[config.mk]
export PLATFORM = sky130hd
export DESIGN_NAME = r2fft_ctrl
export DESIGN_NICKNAME = d
export VERILOG_FILES = /design/src/rtl/r2fft_pkg.sv /design/src/rtl/r2fft_ctrl.sv
export SDC_FILE = /design/constraint.sdc
export NUM_CORES = 1
export LEC_CHECK = 0
export ABC_AREA = 0
export BUFFER_PORTS_ARGS = -buffer_cell sky130_fd_sc_hd__buf_2
export CORE_MARGIN = 2
export CORE_UTILIZATION = 35
export CTS_CLUSTER_SIZE = 20
export DETAILED_ROUTE_END_ITERATION = 8
export PLACE_DENSITY_LB_ADDON = 0.15
export SETUP_SLACK_MARGIN = 0.5
export SLEW_MARGIN = 0
export SYNTH_ARGS = -nofsm -noshare
export SYNTH_HDL_FRONTEND = slang
export SYNTH_SLANG_ARGS = --single-unit
[constraint.sdc]
create_clock -name clk -period 4.4 [get_ports clk]
set_input_delay 0.88 -clock clk [delete_from_list [all_inputs] [get_ports clk]]
set_output_delay 0.88 -clock clk [all_outputs]
set_load 0.01 [all_outputs]
[src/rtl/r2fft_pkg.sv]
// ----------------------------------------------------------------------------
// Radix-2 FFT package
// Shared types, the controller-to-datapath command struct and the sine table.
// ----------------------------------------------------------------------------
`default_nettype none

package r2fft_pkg;

    // Configuration register indexes.
    localparam logic [0:0] REG_SIZE_LOG2    = 1'b0;
    localparam logic [0:0] REG_INVERSE_MODE = 1'b1;

    // Datapath operation codes issued by the controller.
    typedef enum logic [2:0] {
        OP_NONE,
        OP_LOAD,
        OP_SWAP_RD,
        OP_SWAP_WR,
        OP_BF_RD,
        OP_BF_WR,
        OP_SCALE,
        OP_EMIT
    } op_t;

    // Command from the controller to the datapath.
    typedef struct packed {
        op_t        op;
        logic [5:0] addr_a;
        logic [5:0] addr_b;
        logic [4:0] tw_step;
        logic [2:0] shift;
        logic       inverse;
        logic       last;
    } dp_cmd_t;

    // sin(pi*k/32) * 2^30 for k = 0..16.
    function automatic logic [30:0] quarter_sine(input logic [4:0] k);
        logic [30:0] v;
        begin
            case (k)
                5'd0:    v = 31'd0;
                5'd1:    v = 31'd105245103;
                5'd2:    v = 31'd209476638;
                5'd3:    v = 31'd311690799;
                5'd4:    v = 31'd410903207;
                5'd5:    v = 31'd506158392;
                5'd6:    v = 31'd596538995;
                5'd7:    v = 31'd681174602;
                5'd8:    v = 31'd759250125;
                5'd9:    v = 31'd830013654;
                5'd10:   v = 31'd892783698;
                5'd11:   v = 31'd946955747;
                5'd12:   v = 31'd992008094;
                5'd13:   v = 31'd1027506862;
                5'd14:   v = 31'd1053110176;
                5'd15:   v = 31'd1068571464;
                default: v = 31'd1073741824;
            endcase
            return v;
        end
    endfunction

    // Saturate a 34-bit value to 32 bits.
    function automatic logic signed [31:0] sat32(input logic signed [33:0] v);
        begin
            if (v > 34'sh0_7FFF_FFFF)
                return 32'sh7FFF_FFFF;
            else if (v < -34'sh0_8000_0000)
                return 32'sh8000_0000;
            else
                return v[31:0];
        end
    endfunction

endpackage

`default_nettype wire

[src/rtl/r2fft_ctrl.sv]
// ----------------------------------------------------------------------------
// Radix-2 FFT controller
// Sequences loading, bit-reverse reorder, butterfly stages and bin output.
// ----------------------------------------------------------------------------
`default_nettype none

module r2fft_ctrl #(
    parameter int MAX_POINTS = 64
) (
    input  wire logic               clk,
    input  wire logic               rst_n,
    input  wire logic               start,
    input  wire logic               frame_last,
    input  wire logic               cfg_we,
    input  wire logic [0:0]         cfg_index,
    input  wire logic [2:0]         cfg_data,
    output logic                    busy,
    output r2fft_pkg::dp_cmd_t      cmd
);

    // Largest length exponent whose length fits in the work memory.
    localparam int MAXL = $clog2(MAX_POINTS + 1) - 1;

    typedef enum logic [2:0] {
        S_IDLE,
        S_SWAP_RD,
        S_SWAP_WR,
        S_BF_RD,
        S_BF_MUL,
        S_BF_WR,
        S_EMIT,
        S_DRAIN
    } state_t;

    state_t     state_reg;
    logic [2:0] size_reg;
    logic       inv_reg;
    logic [5:0] load_reg;
    logic [5:0] idx_reg;
    logic [2:0] stage_reg;
    logic [5:0] grp_reg;
    logic [5:0] j_reg;
    logic [1:0] drain_reg;

    // Effective length after clamping.
    logic [2:0] lg;
    logic [5:0] nmask;
    always_comb
    begin
        if (size_reg == 3'd0)
            lg = 3'd1;
        else if (size_reg > 3'(MAXL))
            lg = 3'(MAXL);
        else
            lg = size_reg;
        nmask = 6'((7'd1 << lg) - 7'd1);
    end

    // Bit reversal of idx_reg over lg bits.
    logic [5:0] rev;
    always_comb
    begin
        rev = '0;
        for (int b = 0; b < 6; b++)
            if (b < int'(lg))
                rev[int'(lg) - 1 - b] = idx_reg[b];
    end

    // Butterfly addresses: half = 2^stage, top = grp + j.
    logic [5:0] half;
    logic [5:0] top;
    assign half = 6'(7'd1 << stage_reg);
    assign top  = grp_reg | j_reg;

    always_comb
    begin
        cmd          = '0;
        cmd.op       = r2fft_pkg::OP_NONE;
        cmd.inverse  = inv_reg;
        cmd.tw_step  = 5'((j_reg << (3'd5 - stage_reg)));
        unique case (state_reg)
            S_IDLE:
            begin
                cmd.op     = (start) ? r2fft_pkg::OP_LOAD : r2fft_pkg::OP_NONE;
                cmd.addr_a = load_reg & nmask;
            end
            S_SWAP_RD:
            begin
                cmd.op     = r2fft_pkg::OP_SWAP_RD;
                cmd.addr_a = idx_reg;
                cmd.addr_b = rev;
            end
            S_SWAP_WR:
            begin
                cmd.op     = (idx_reg < rev) ? r2fft_pkg::OP_SWAP_WR : r2fft_pkg::OP_NONE;
                cmd.addr_a = idx_reg;
                cmd.addr_b = rev;
            end
            S_BF_RD:
            begin
                cmd.op     = r2fft_pkg::OP_BF_RD;
                cmd.addr_a = top;
                cmd.addr_b = top + half;
            end
            S_BF_MUL:
            begin
                // Keep the operand addresses so the read registers hold the pair.
                cmd.addr_a = top;
                cmd.addr_b = top + half;
            end
            S_BF_WR:
            begin
                cmd.op = r2fft_pkg::OP_BF_WR;
            end
            S_EMIT:
            begin
                cmd.op     = inv_reg ? r2fft_pkg::OP_SCALE : r2fft_pkg::OP_EMIT;
                cmd.addr_a = idx_reg;
                cmd.shift  = inv_reg ? lg : 3'd0;
                cmd.last   = (idx_reg == nmask);
            end
            default:
            begin
            end
        endcase
    end

    assign busy = (state_reg != S_IDLE);

    // State, configuration and counters.
    always_ff @(posedge clk or negedge rst_n)
    begin
        if (!rst_n)
        begin
            state_reg <= S_IDLE;
            size_reg  <= 3'd6;
            inv_reg   <= 1'b0;
            load_reg  <= '0;
            idx_reg   <= '0;
            stage_reg <= '0;
            grp_reg   <= '0;
            j_reg     <= '0;
            drain_reg <= '0;
        end
        else
        begin
            if (cfg_we)
            begin
                if (cfg_index == r2fft_pkg::REG_SIZE_LOG2)
                    size_reg <= cfg_data;
                else
                    inv_reg <= cfg_data[0];
            end
            unique case (state_reg)
                S_IDLE:
                    if (start)
                    begin
                        load_reg <= ((load_reg & nmask) + 6'd1) & nmask;
                        if (frame_last)
                        begin
                            load_reg  <= '0;
                            idx_reg   <= '0;
                            state_reg <= S_SWAP_RD;
                        end
                    end
                S_SWAP_RD:
                    state_reg <= S_SWAP_WR;
                S_SWAP_WR:
                    if (idx_reg == nmask)
                    begin
                        stage_reg <= '0;
                        grp_reg   <= '0;
                        j_reg     <= '0;
                        state_reg <= S_BF_RD;
                    end
                    else
                    begin
                        idx_reg   <= idx_reg + 6'd1;
                        state_reg <= S_SWAP_RD;
                    end
                S_BF_RD:
                    state_reg <= S_BF_MUL;
                S_BF_MUL:
                    state_reg <= S_BF_WR;
                S_BF_WR:
                begin
                    state_reg <= S_BF_RD;
                    if (j_reg + 6'd1 != half)
                        j_reg <= j_reg + 6'd1;
                    else
                    begin
                        j_reg <= '0;
                        if (((grp_reg + (half << 1)) & nmask) != 6'd0)
                            grp_reg <= grp_reg + (half << 1);
                        else
                        begin
                            grp_reg <= '0;
                            if (stage_reg + 3'd1 == lg)
                            begin
                                idx_reg   <= '0;
                                state_reg <= S_EMIT;
                            end
                            else
                                stage_reg <= stage_reg + 3'd1;
                        end
                    end
                end
                S_EMIT:
                    if (idx_reg == nmask)
                    begin
                        drain_reg <= '0;
                        state_reg <= S_DRAIN;
                    end
                    else
                        idx_reg <= idx_reg + 6'd1;
                S_DRAIN:
                    if (drain_reg == 2'd1)
                        state_reg <= S_IDLE;
                    else
                        drain_reg <= drain_reg + 2'd1;
                default:
                    state_reg <= S_IDLE;
            endcase
        end
    end

endmodule

`default_nettype wire

# Yosys cells after proc, flatten, opt, wreduce, memory -nomap -nowiden
# Cells that the tools add are included.
# totals
ff_bits	36
input_bits	9
out_inout_bits	26
elab_cells	166
# classes
n_addsub	15
magnitude_cmp	20
eq_ne	22
shift	3
mux	65
bitwise	6
n_reduce_logical	26
# ops
op	count
32-bit by 1-bit >= comparator with 1-bit output, second input constant	4
32-bit by 5-bit less-than comparator with 1-bit output, second input constant	4
6-bit two-way mux	17
3-bit two-way mux	15
6-bit one-hot mux with 2 select lines	3
6-bit one-hot mux with 3 select lines	2
6-bit bitwise mux	5
6-bit AND	4
3-bit one-hot mux with 8 select lines	1
2-bit inequality test, second input constant	11
6-bit by 1-bit adder with 6-bit output, second input constant	3
1-bit demux with 3-bit select	6
3-bit one-hot mux with 6 select lines	1
6-bit adder	2
3-bit == test, second input constant	4
1-bit by 3-bit left shift with 6-bit output, first input constant	2
4-bit by 3-bit subtractor with 5-bit output, second input constant	2
4-bit by 4-bit subtractor with 5-bit output, second input constant	2
1-bit two-way mux	9
2-bit two-way mux	4
2-bit AND reduction	4
7-bit AND reduction	1
3-bit by 2-bit == test with 1-bit output, second input constant	2
6-bit == test	1
other kinds (34)	48

# Longest topological paths before layout
# Gate-level depths: netlist (run 1).
# logic_depth
ltp_word	23
depth_mapped	17
ltp_nobuf	15

# Worst setup path after synthesis (run 1)
# Ideal clock, no wire load.
# synth_timing
path_type	flip-flop to output port
from	register size_reg[1]
to	output cmd[23] (netlist name)
t_arrival_ns	3.566
t_required_ns	3.520
slack_ns	-0.046
path_stages_with_launch	17
n_path_buf	3
path_cell_list	dfstp_2 clkbuf_1 clkbuf_1 inv_1 ha_1 ha_1 clkbuf_1 o311a_1 o32a_1 nor3_1 nor2_1 ha_1 nand3_1 o221ai_1 nor2_1 nor3_1 nand2_1
# synth_rtl
element	line	text
start, declared	r2fft_ctrl.sv:36	logic [2:0] size_reg;
start signal, assigned	r2fft_ctrl.sv:150	size_reg <= cfg_data;
end, declared	r2fft_ctrl.sv:18	output r2fft_pkg::dp_cmd_t cmd

==> results_dict.tcl, run 1 <==
set metrics [dict create \
    cp-end-kind "output pin" \
    yosys_warnings 0 \
    synth_area_um2 4120 \
    grtUsageMet2_pct 32.9 \
    clock-root-buffer "clkbuf_16" \
    whs_ns 0.481 \
    hold_class "register to register" \
    track_usage_pct 21.4 \
    die_area_um2 12600 \
    grt_overflow 0 \
    reg2reg_to "stage_reg[2]$_DFFE_PN0P_" \
    setup_viol 0 \
    cts_max_level 2 \
    crit_arrival_ns 3.42 \
    p_total_mw 2.72 \
    fin_crit_sh_pct 97.7 \
    met3_usage_pct 2.59 \
    setup_tns_ns 0 \
    dp.cells 694 \
    grtUsageMet1_pct 32.2 \
    core_area_um2 11500 \
    grt_pass1_wl_um 21400 \
    synth_compound_area_share_pct 28.0 \
    ys_types 76 \
    ys_seq_area_share_pct 21.3 \
    drtPass1Iterations 5 \
    drc 0 \
    vias 4176 \
    synthArstFlopShare_pct 100 \
    reg2reg_slack_ns 0.99 \
    antenna_cells 0 \
    fin_skew_ns 0.00653 \
    portBuffers 34 \
    p_per_area_nw_per_um2 547 \
    clk_latency_ns 0.29 \
    vias_per_cell 5.81 \
    dpl_cell_area_um2 4480 \
    min_to "load_reg[1]$_DFFE_PN0P_" \
    pin_count 35 \
    synth-simple-area-share_pct 26.1 \
    rows 39 \
    worstPathMaxFanout 5 \
    critPathRequiredTime_ns 3.52 \
    setup_ws_ns 0.103 \
    wl_um 13500 \
    hold_buffers 0 \
    synthAdderAreaFrac_pct 10.1 \
    cts_tree "built" \
    synth_mux_area_share_pct 3.59 \
    worstMarginPinSlew_ns 0.867 \
    min_period_ns 4.30 \
    hpwl_um 9960 \
    synthXorXnorAreaFrac_pct 4.71 \
    slew_violations 0 \
    relSlewSlack_pct 42.2 \
    final_hold_viol_count 0 \
    p_leak_nw 2.20 \
    cts.sink_count 35 \
    grt.busiest_layer "met2" \
    syn_to_final_growth_pct 20.6 \
    stdcell_count 719 \
    die_x_um 112 \
    die_h_um 112 \
    antenna_found_initial 0 \
    fmax_ghz 0.233 \
    hold_start "load_reg[1]$_DFFE_PN0P_" \
    grt_max_degree 36 \
    critPathKind "register to output pin" \
    r2r_cells 11 \
    drive_above_1_share_pct 22.7 \
    synthFlopType "dfrtp_1" \
    clockBufferDepth 2 \
    yosys_register_bits 35 \
    fin_area_um2 4960 \
    status "complete, no violations" \
    finish.net_count 616 \
    path_clk_slew_ns 0.06 \
    cap_violations 0 \
    routedWlPerCell_um 18.8 \
    grt_pass1_vias 3881 \
    rsz0062_at_grt "true" \
    synth_top_family_by_area "compound AO/OA/AOI/OAI gates" \
    synth_edf_count 0 \
    min_path_cells 2 \
    syn_nets 579 \
    initial_core_util_pct 35.9 \
    start_kind "register" \
    place_ws_ns 0.155 \
    n_fill_cell 1157 \
    cts_made_buffers 5 \
    avgSynthCellArea_um2 7.65 \
    vdd_drop_max_mv 0.435 \
    gp_congestion 0.892 \
    drt_iter0_drc 282 \
    r2r-start "stage_reg[1]$_DFFE_PN0P_" \
    drtAntennaViolNets 0 \
    syn_inst 538 \
    utilization_pct 43.3 \
]
-- power by group --
group	leakage, nW	switching (mW)	total, mW	internal [mW]
Sequential	0.455	0.139	0.536	0.397
Combinational	1.66	1.00	1.70	0.703
Clock	0.0900	0.152	0.477	0.325
-- worst max-delay path: stages (launching register included) --
cell        delay (ns)
dfstp_2           0.60
clkinvlp_4        0.18
buf_6             0.16
ha_4              0.17
o311a_1           0.37
nor3b_2           0.33
a311oi_2          0.16
nand2b_1          0.18
ha_1              0.31
a21oi_2           0.06
o221ai_2          0.17
nor2_1            0.09
nor3_1            0.14
nand2_1           0.08
buf_2             0.14
-- worst max path at each step --
| stage | from | to | slack [ns] | cells past startpoint |
|---|---|---|---|---|
| 6_report | size_reg[1]$_DFFE_PN1P_ | cmd[23] | 0.10 | 14 |
| 5_1_grt | size_reg[1]$_DFFE_PN1P_ | cmd[23] | -0.05 | 16 |
| 4_1_cts | size_reg[1]$_DFFE_PN1P_ | cmd[23] | 0.12 | 15 |
| 3_5_place_dp | size_reg[2]$_DFFE_PN1P_ | cmd[23] | 0.16 | 16 |
| 3_3_place_gp | size_reg[1]$_DFFE_PN1P_ | cmd[23] | 0.21 | 17 |
| 2_1_floorplan | size_reg[1]$_DFFE_PN1P_ | cmd[23] | 0.44 | 16 |
-- placed cells by master, fill, tap and decap left out, types with 6 or more instances in the layout --
cell type  count
inv_1         25
mux2i_1        8
nor2b_1       14
o21ai_1        7
a211oi_1       6
or2_2          8
buf_4         28
a21oi_1       25
nand2_1       65
o31ai_1        7
o21ai_0       30
and2_1         7
nor2_1        33
ha_4           6
buf_2         34
a22oi_1       10
ha_1          23
a31oi_1        8
nand3_1       11
nor3_1        12
dfrtp_1       32
o22ai_1       14
nand2b_1      13
xnor2_1       13
-- Yosys cell counts (all sizes together), types with 3 or more instances --
cell type   n  area [µm²]
mux2        6        67.6
nor3       14        81.3
mux2i       8        80.1
nor2       37         139
a32oi       3        26.3
o31ai       7        52.6
a21oi      30         161
xor2        4        35.0
a21boi      4        30.0
a211oi      6        45.0
o21a        4        30.0
a22o        5        43.8
or4b        4        40.0
nor4        3        18.8
and4        3        26.3
inv        27         101
or2         9        56.3
and2        7        43.8
a21o        5        37.5
clkbuf     25        93.8
ha         30         375
dfrtp      33         826
o22ai      16         100
and3        6        37.5
nand2b     15        93.8
a22oi      10        75.1
o211ai      4        30.0
o221ai      3        26.3
nand3      12        60.1
buf        11        62.6
xnor2      13         114
nor2b      16         100
a31oi       9        56.3
nand2      66         248
o21ai      37         185
-- cells by family after synthesis --
group	count (synthesis)
adder cells (fa/ha/maj)	32
AND/OR/NAND/NOR	208
flip-flops	35
AO/OA/AOI/OAI	167
multiplexers	14
XOR/XNOR	19
buffers and inverters	63
-- repair_timing --
item,4_1_cts,5_1_grt
hold endpoints to repair,0,0
buffers inserted,12,5
endpoints found under the setup margin,6,5
gates resized for setup,27,10
pin swaps,17,7
-- metal layers --
layer / share of wire (%) / up-vias
li1: - / 2038
met1: 49 / 2000
met2: 45 / 128
met3: 5.6 / 10
met4: 1.2 / 0
met5: 0 / -
-- final cells by class --
type / instances / area, µm² / area share, %
repair buffers: 66 / 425 / 8.57
well taps: 143 / 179 / 3.60
flip-flops and latches: 35 / 880 / 17.7
clock buffers: 5 / 125 / 2.52
multi-input cells: 440 / 3180 / 64.1
inverters: 27 / 105 / 2.12
clock inverters: 3 / 67.6 / 1.36
No activity file was read; power rests on OpenSTA's default activity.
==> run 2, diff against run 1 <==
Settings changed: PLACE_DENSITY set to 0.65, PLACE_DENSITY_LB_ADDON 0.15 to not set, RECOVER_POWER set to 100.
==> run 2 against run 1 <==
  * The run now ends with max-capacitance violations, max-slew violations, negative setup slack left
  * Hold slack better by 0.0079 ns
  * Flip-flop and latch count is the same
  * Total power down 3.2%
  * Sequential power is 7.5% higher
  * Wire length down 1.9%
  * Cell count down 0.70%
  * Core utilization about the same
  * Fmax down 2.3%
  * Global-route usage shrank 0.92 points
==> results_dict.tcl, run 2 (synthesis results as in run 1) <==
set metrics [dict create \
    status "finished with violations" \
    violations "max-capacitance violations, max-slew violations, negative setup slack" \
    start_kind "register" \
    cts_made_buffers 5 \
    seqPwrFrac_pct 21.9 \
    fin_skew_ns 0.00413 \
    syn_to_final_growth_pct 20.6 \
    gp_congestion 0.893 \
    initial_core_util_pct 35.9 \
    whs_ns 0.489 \
    place_ws_ns 0.209 \
    die_x_um 112 \
    routedWlPerCell_um 18.6 \
    min_to "load_reg[1]$_DFFE_PN0P_" \
    cts_max_level 2 \
    vias_per_cell 6.02 \
    clock-root-buffer "clkbuf_16" \
    reg2reg_slack_ns 0.98 \
    crit_chain "nor2_1 -> nor2_2 -> inv_1 -> ha_2 -> o311a_1 -> o32a_1 -> nor3_2 -> nor2_1 -> ha_1 -> a21oi_1 -> o221ai_2 -> nor2_2 -> nor3_2 -> nand2_1 -> buf_2" \
    clk_latency_ns 0.29 \
    antenna_found_initial 0 \
    crit_arrival_ns 3.52 \
    critPathSlowestCell "dfstp_2" \
    antenna_cells 0 \
    stdcell_count 714 \
    hold_class "register to register" \
    critPathRequiredTime_ns 3.52 \
    die_area_um2 12600 \
    worstMarginPinSlew_ns 2.09 \
    power.share.clock_pct 13.7 \
    p_leak_nw 2.19 \
    cts.sink_count 35 \
    rows 39 \
    track_usage_pct 20.5 \
    drt_iter0_drc 330 \
    dp.cells 690 \
    grt_overflow 0 \
    worstPathMaxFanout 5 \
    min_path_cells 2 \
    setup_tns_ns -0.0000793 \
    clockBufferDepth 2 \
    switchingPower_mw 1.29 \
    drtPass1Iterations 5 \
    final_hold_viol_count 0 \
    portBuffers 34 \
    die_h_um 112 \
    combPwrFrac_pct 64.4 \
    cts_tree "built" \
    vdd_drop_max_mv 0.427 \
    critPathKind "register to output pin" \
    final_cell_mix "65 x nand2_1, 33 x nor2_1, 32 x dfrtp_1, 31 x buf_2, 27 x o21ai_0" \
    vias 4300 \
    fin_crit_sh_pct 100 \
    grt_pass1_wl_um 20900 \
    setup_ws_ns -0.0000793 \
    grt_pass1_vias 4061 \
    hold_start "load_reg[1]$_DFFE_PN0P_" \
    drtAntennaViolNets 0 \
    min_period_ns 4.40 \
    cp-end-kind "output pin" \
    slew_violations 36 \
    relSlewSlack_pct -39.6 \
    path_clk_slew_ns 0.05 \
    hold_buffers 0 \
    fmax_ghz 0.227 \
    rsz0062_at_grt "true" \
    hpwl_um 9510 \
    final_common_cell "nand2_1" \
    r2r-start "stage_reg[1]$_DFFE_PN0P_" \
    cap_violations 1 \
    p_int_mw 1.34 \
    sw_frac_of_total_pct 49.1 \
    cp_slowest_stage_delay_ns 0.57 \
    finish.net_count 612 \
    grt_max_degree 36 \
    setup_viol 1 \
    pin_count 35 \
    core_area_um2 11500 \
    reg2reg_to "stage_reg[2]$_DFFE_PN0P_" \
    p_per_area_nw_per_um2 529 \
    drive_above_1_share_pct 23.8 \
    drc 0 \
    r2r_cells 11 \
    wl_um 13300 \
]
[run 2: worst max-delay path by stage]
stage                                  from  cells after the start  slack, ns       to
global route        size_reg[1]$_DFFE_PN1P_                     16      -0.11  cmd[23]
global placement    size_reg[1]$_DFFE_PN1P_                     16       0.20  cmd[23]
finish              size_reg[1]$_DFFE_PN1P_                     15   -0.00008  cmd[23]
CTS                 size_reg[1]$_DFFE_PN1P_                     17       0.07  cmd[23]
floorplan           size_reg[1]$_DFFE_PN1P_                     16       0.44  cmd[23]
detailed placement  size_reg[1]$_DFFE_PN1P_                     16       0.21  cmd[23]
[run 2: per-layer routing]
layer / GRT usage (%) / share of wire [%] / vias to the layer above
met1: 26.4 / 43 / 2046
li1: - / - / 2034
met5: 0 / 0 / -
met3: 2.38 / 5.8 / 32
met4: 9.59 / 3.2 / 0
met2: 34.5 / 48 / 188
[run 2: cell type report]
type | instances | area [µm²]
clock buffer | 6 | 139
clock inverter | 1 | 5.00
fill | 1103 | 6500
inverter | 27 | 105
multi-input combinational | 440 | 3250
sequential | 35 | 880
tap | 143 | 179
timing repair buffer | 62 | 407
[run 2: repair_timing]
action / CTS / global route
gates resized for setup: 17 / 39
setup buffers: 12 / 5
pin swaps: 13 / 24
setup endpoints to repair: 5 / 10
[run 2: stage by stage]
| stage | cell area [µm²] | utilization, % | power [mW] |
|---|---|---|---|
| 2_1_floorplan | 4200 | - | 1.64 |
| 3_3_place_gp | 4450 | 38.8 | 2.03 |
| 3_5_place_dp | 4450 | 38.8 | 2.04 |
| 4_1_cts | 4760 | 41.5 | 2.48 |
| 5_1_grt | 4970 | 43.3 | 2.83 |
| 6_report | 4970 | 43.3 | 2.63 |
[run 2: power groups by stage]
| stage | registers, mW | logic [mW] | clock network (mW) |
|---|---|---|---|
| CTS | 0.576 | 1.54 | 0.370 |
| floorplan | 0.453 | 1.18 | 0 |
| finish | 0.576 | 1.69 | 0.361 |
| global route | 0.591 | 1.86 | 0.383 |
| global placement | 0.575 | 1.45 | 0 |
| detailed placement | 0.579 | 1.46 | 0 |
[run 2: critical path, delay by kind of cell, from the launching register on]
family,cells,cell delay [ns]
buf+inv,2,0.24
simple gates,7,0.75
fa+ha+maj,2,0.56
flops,1,0.57
compound gates,4,1.09
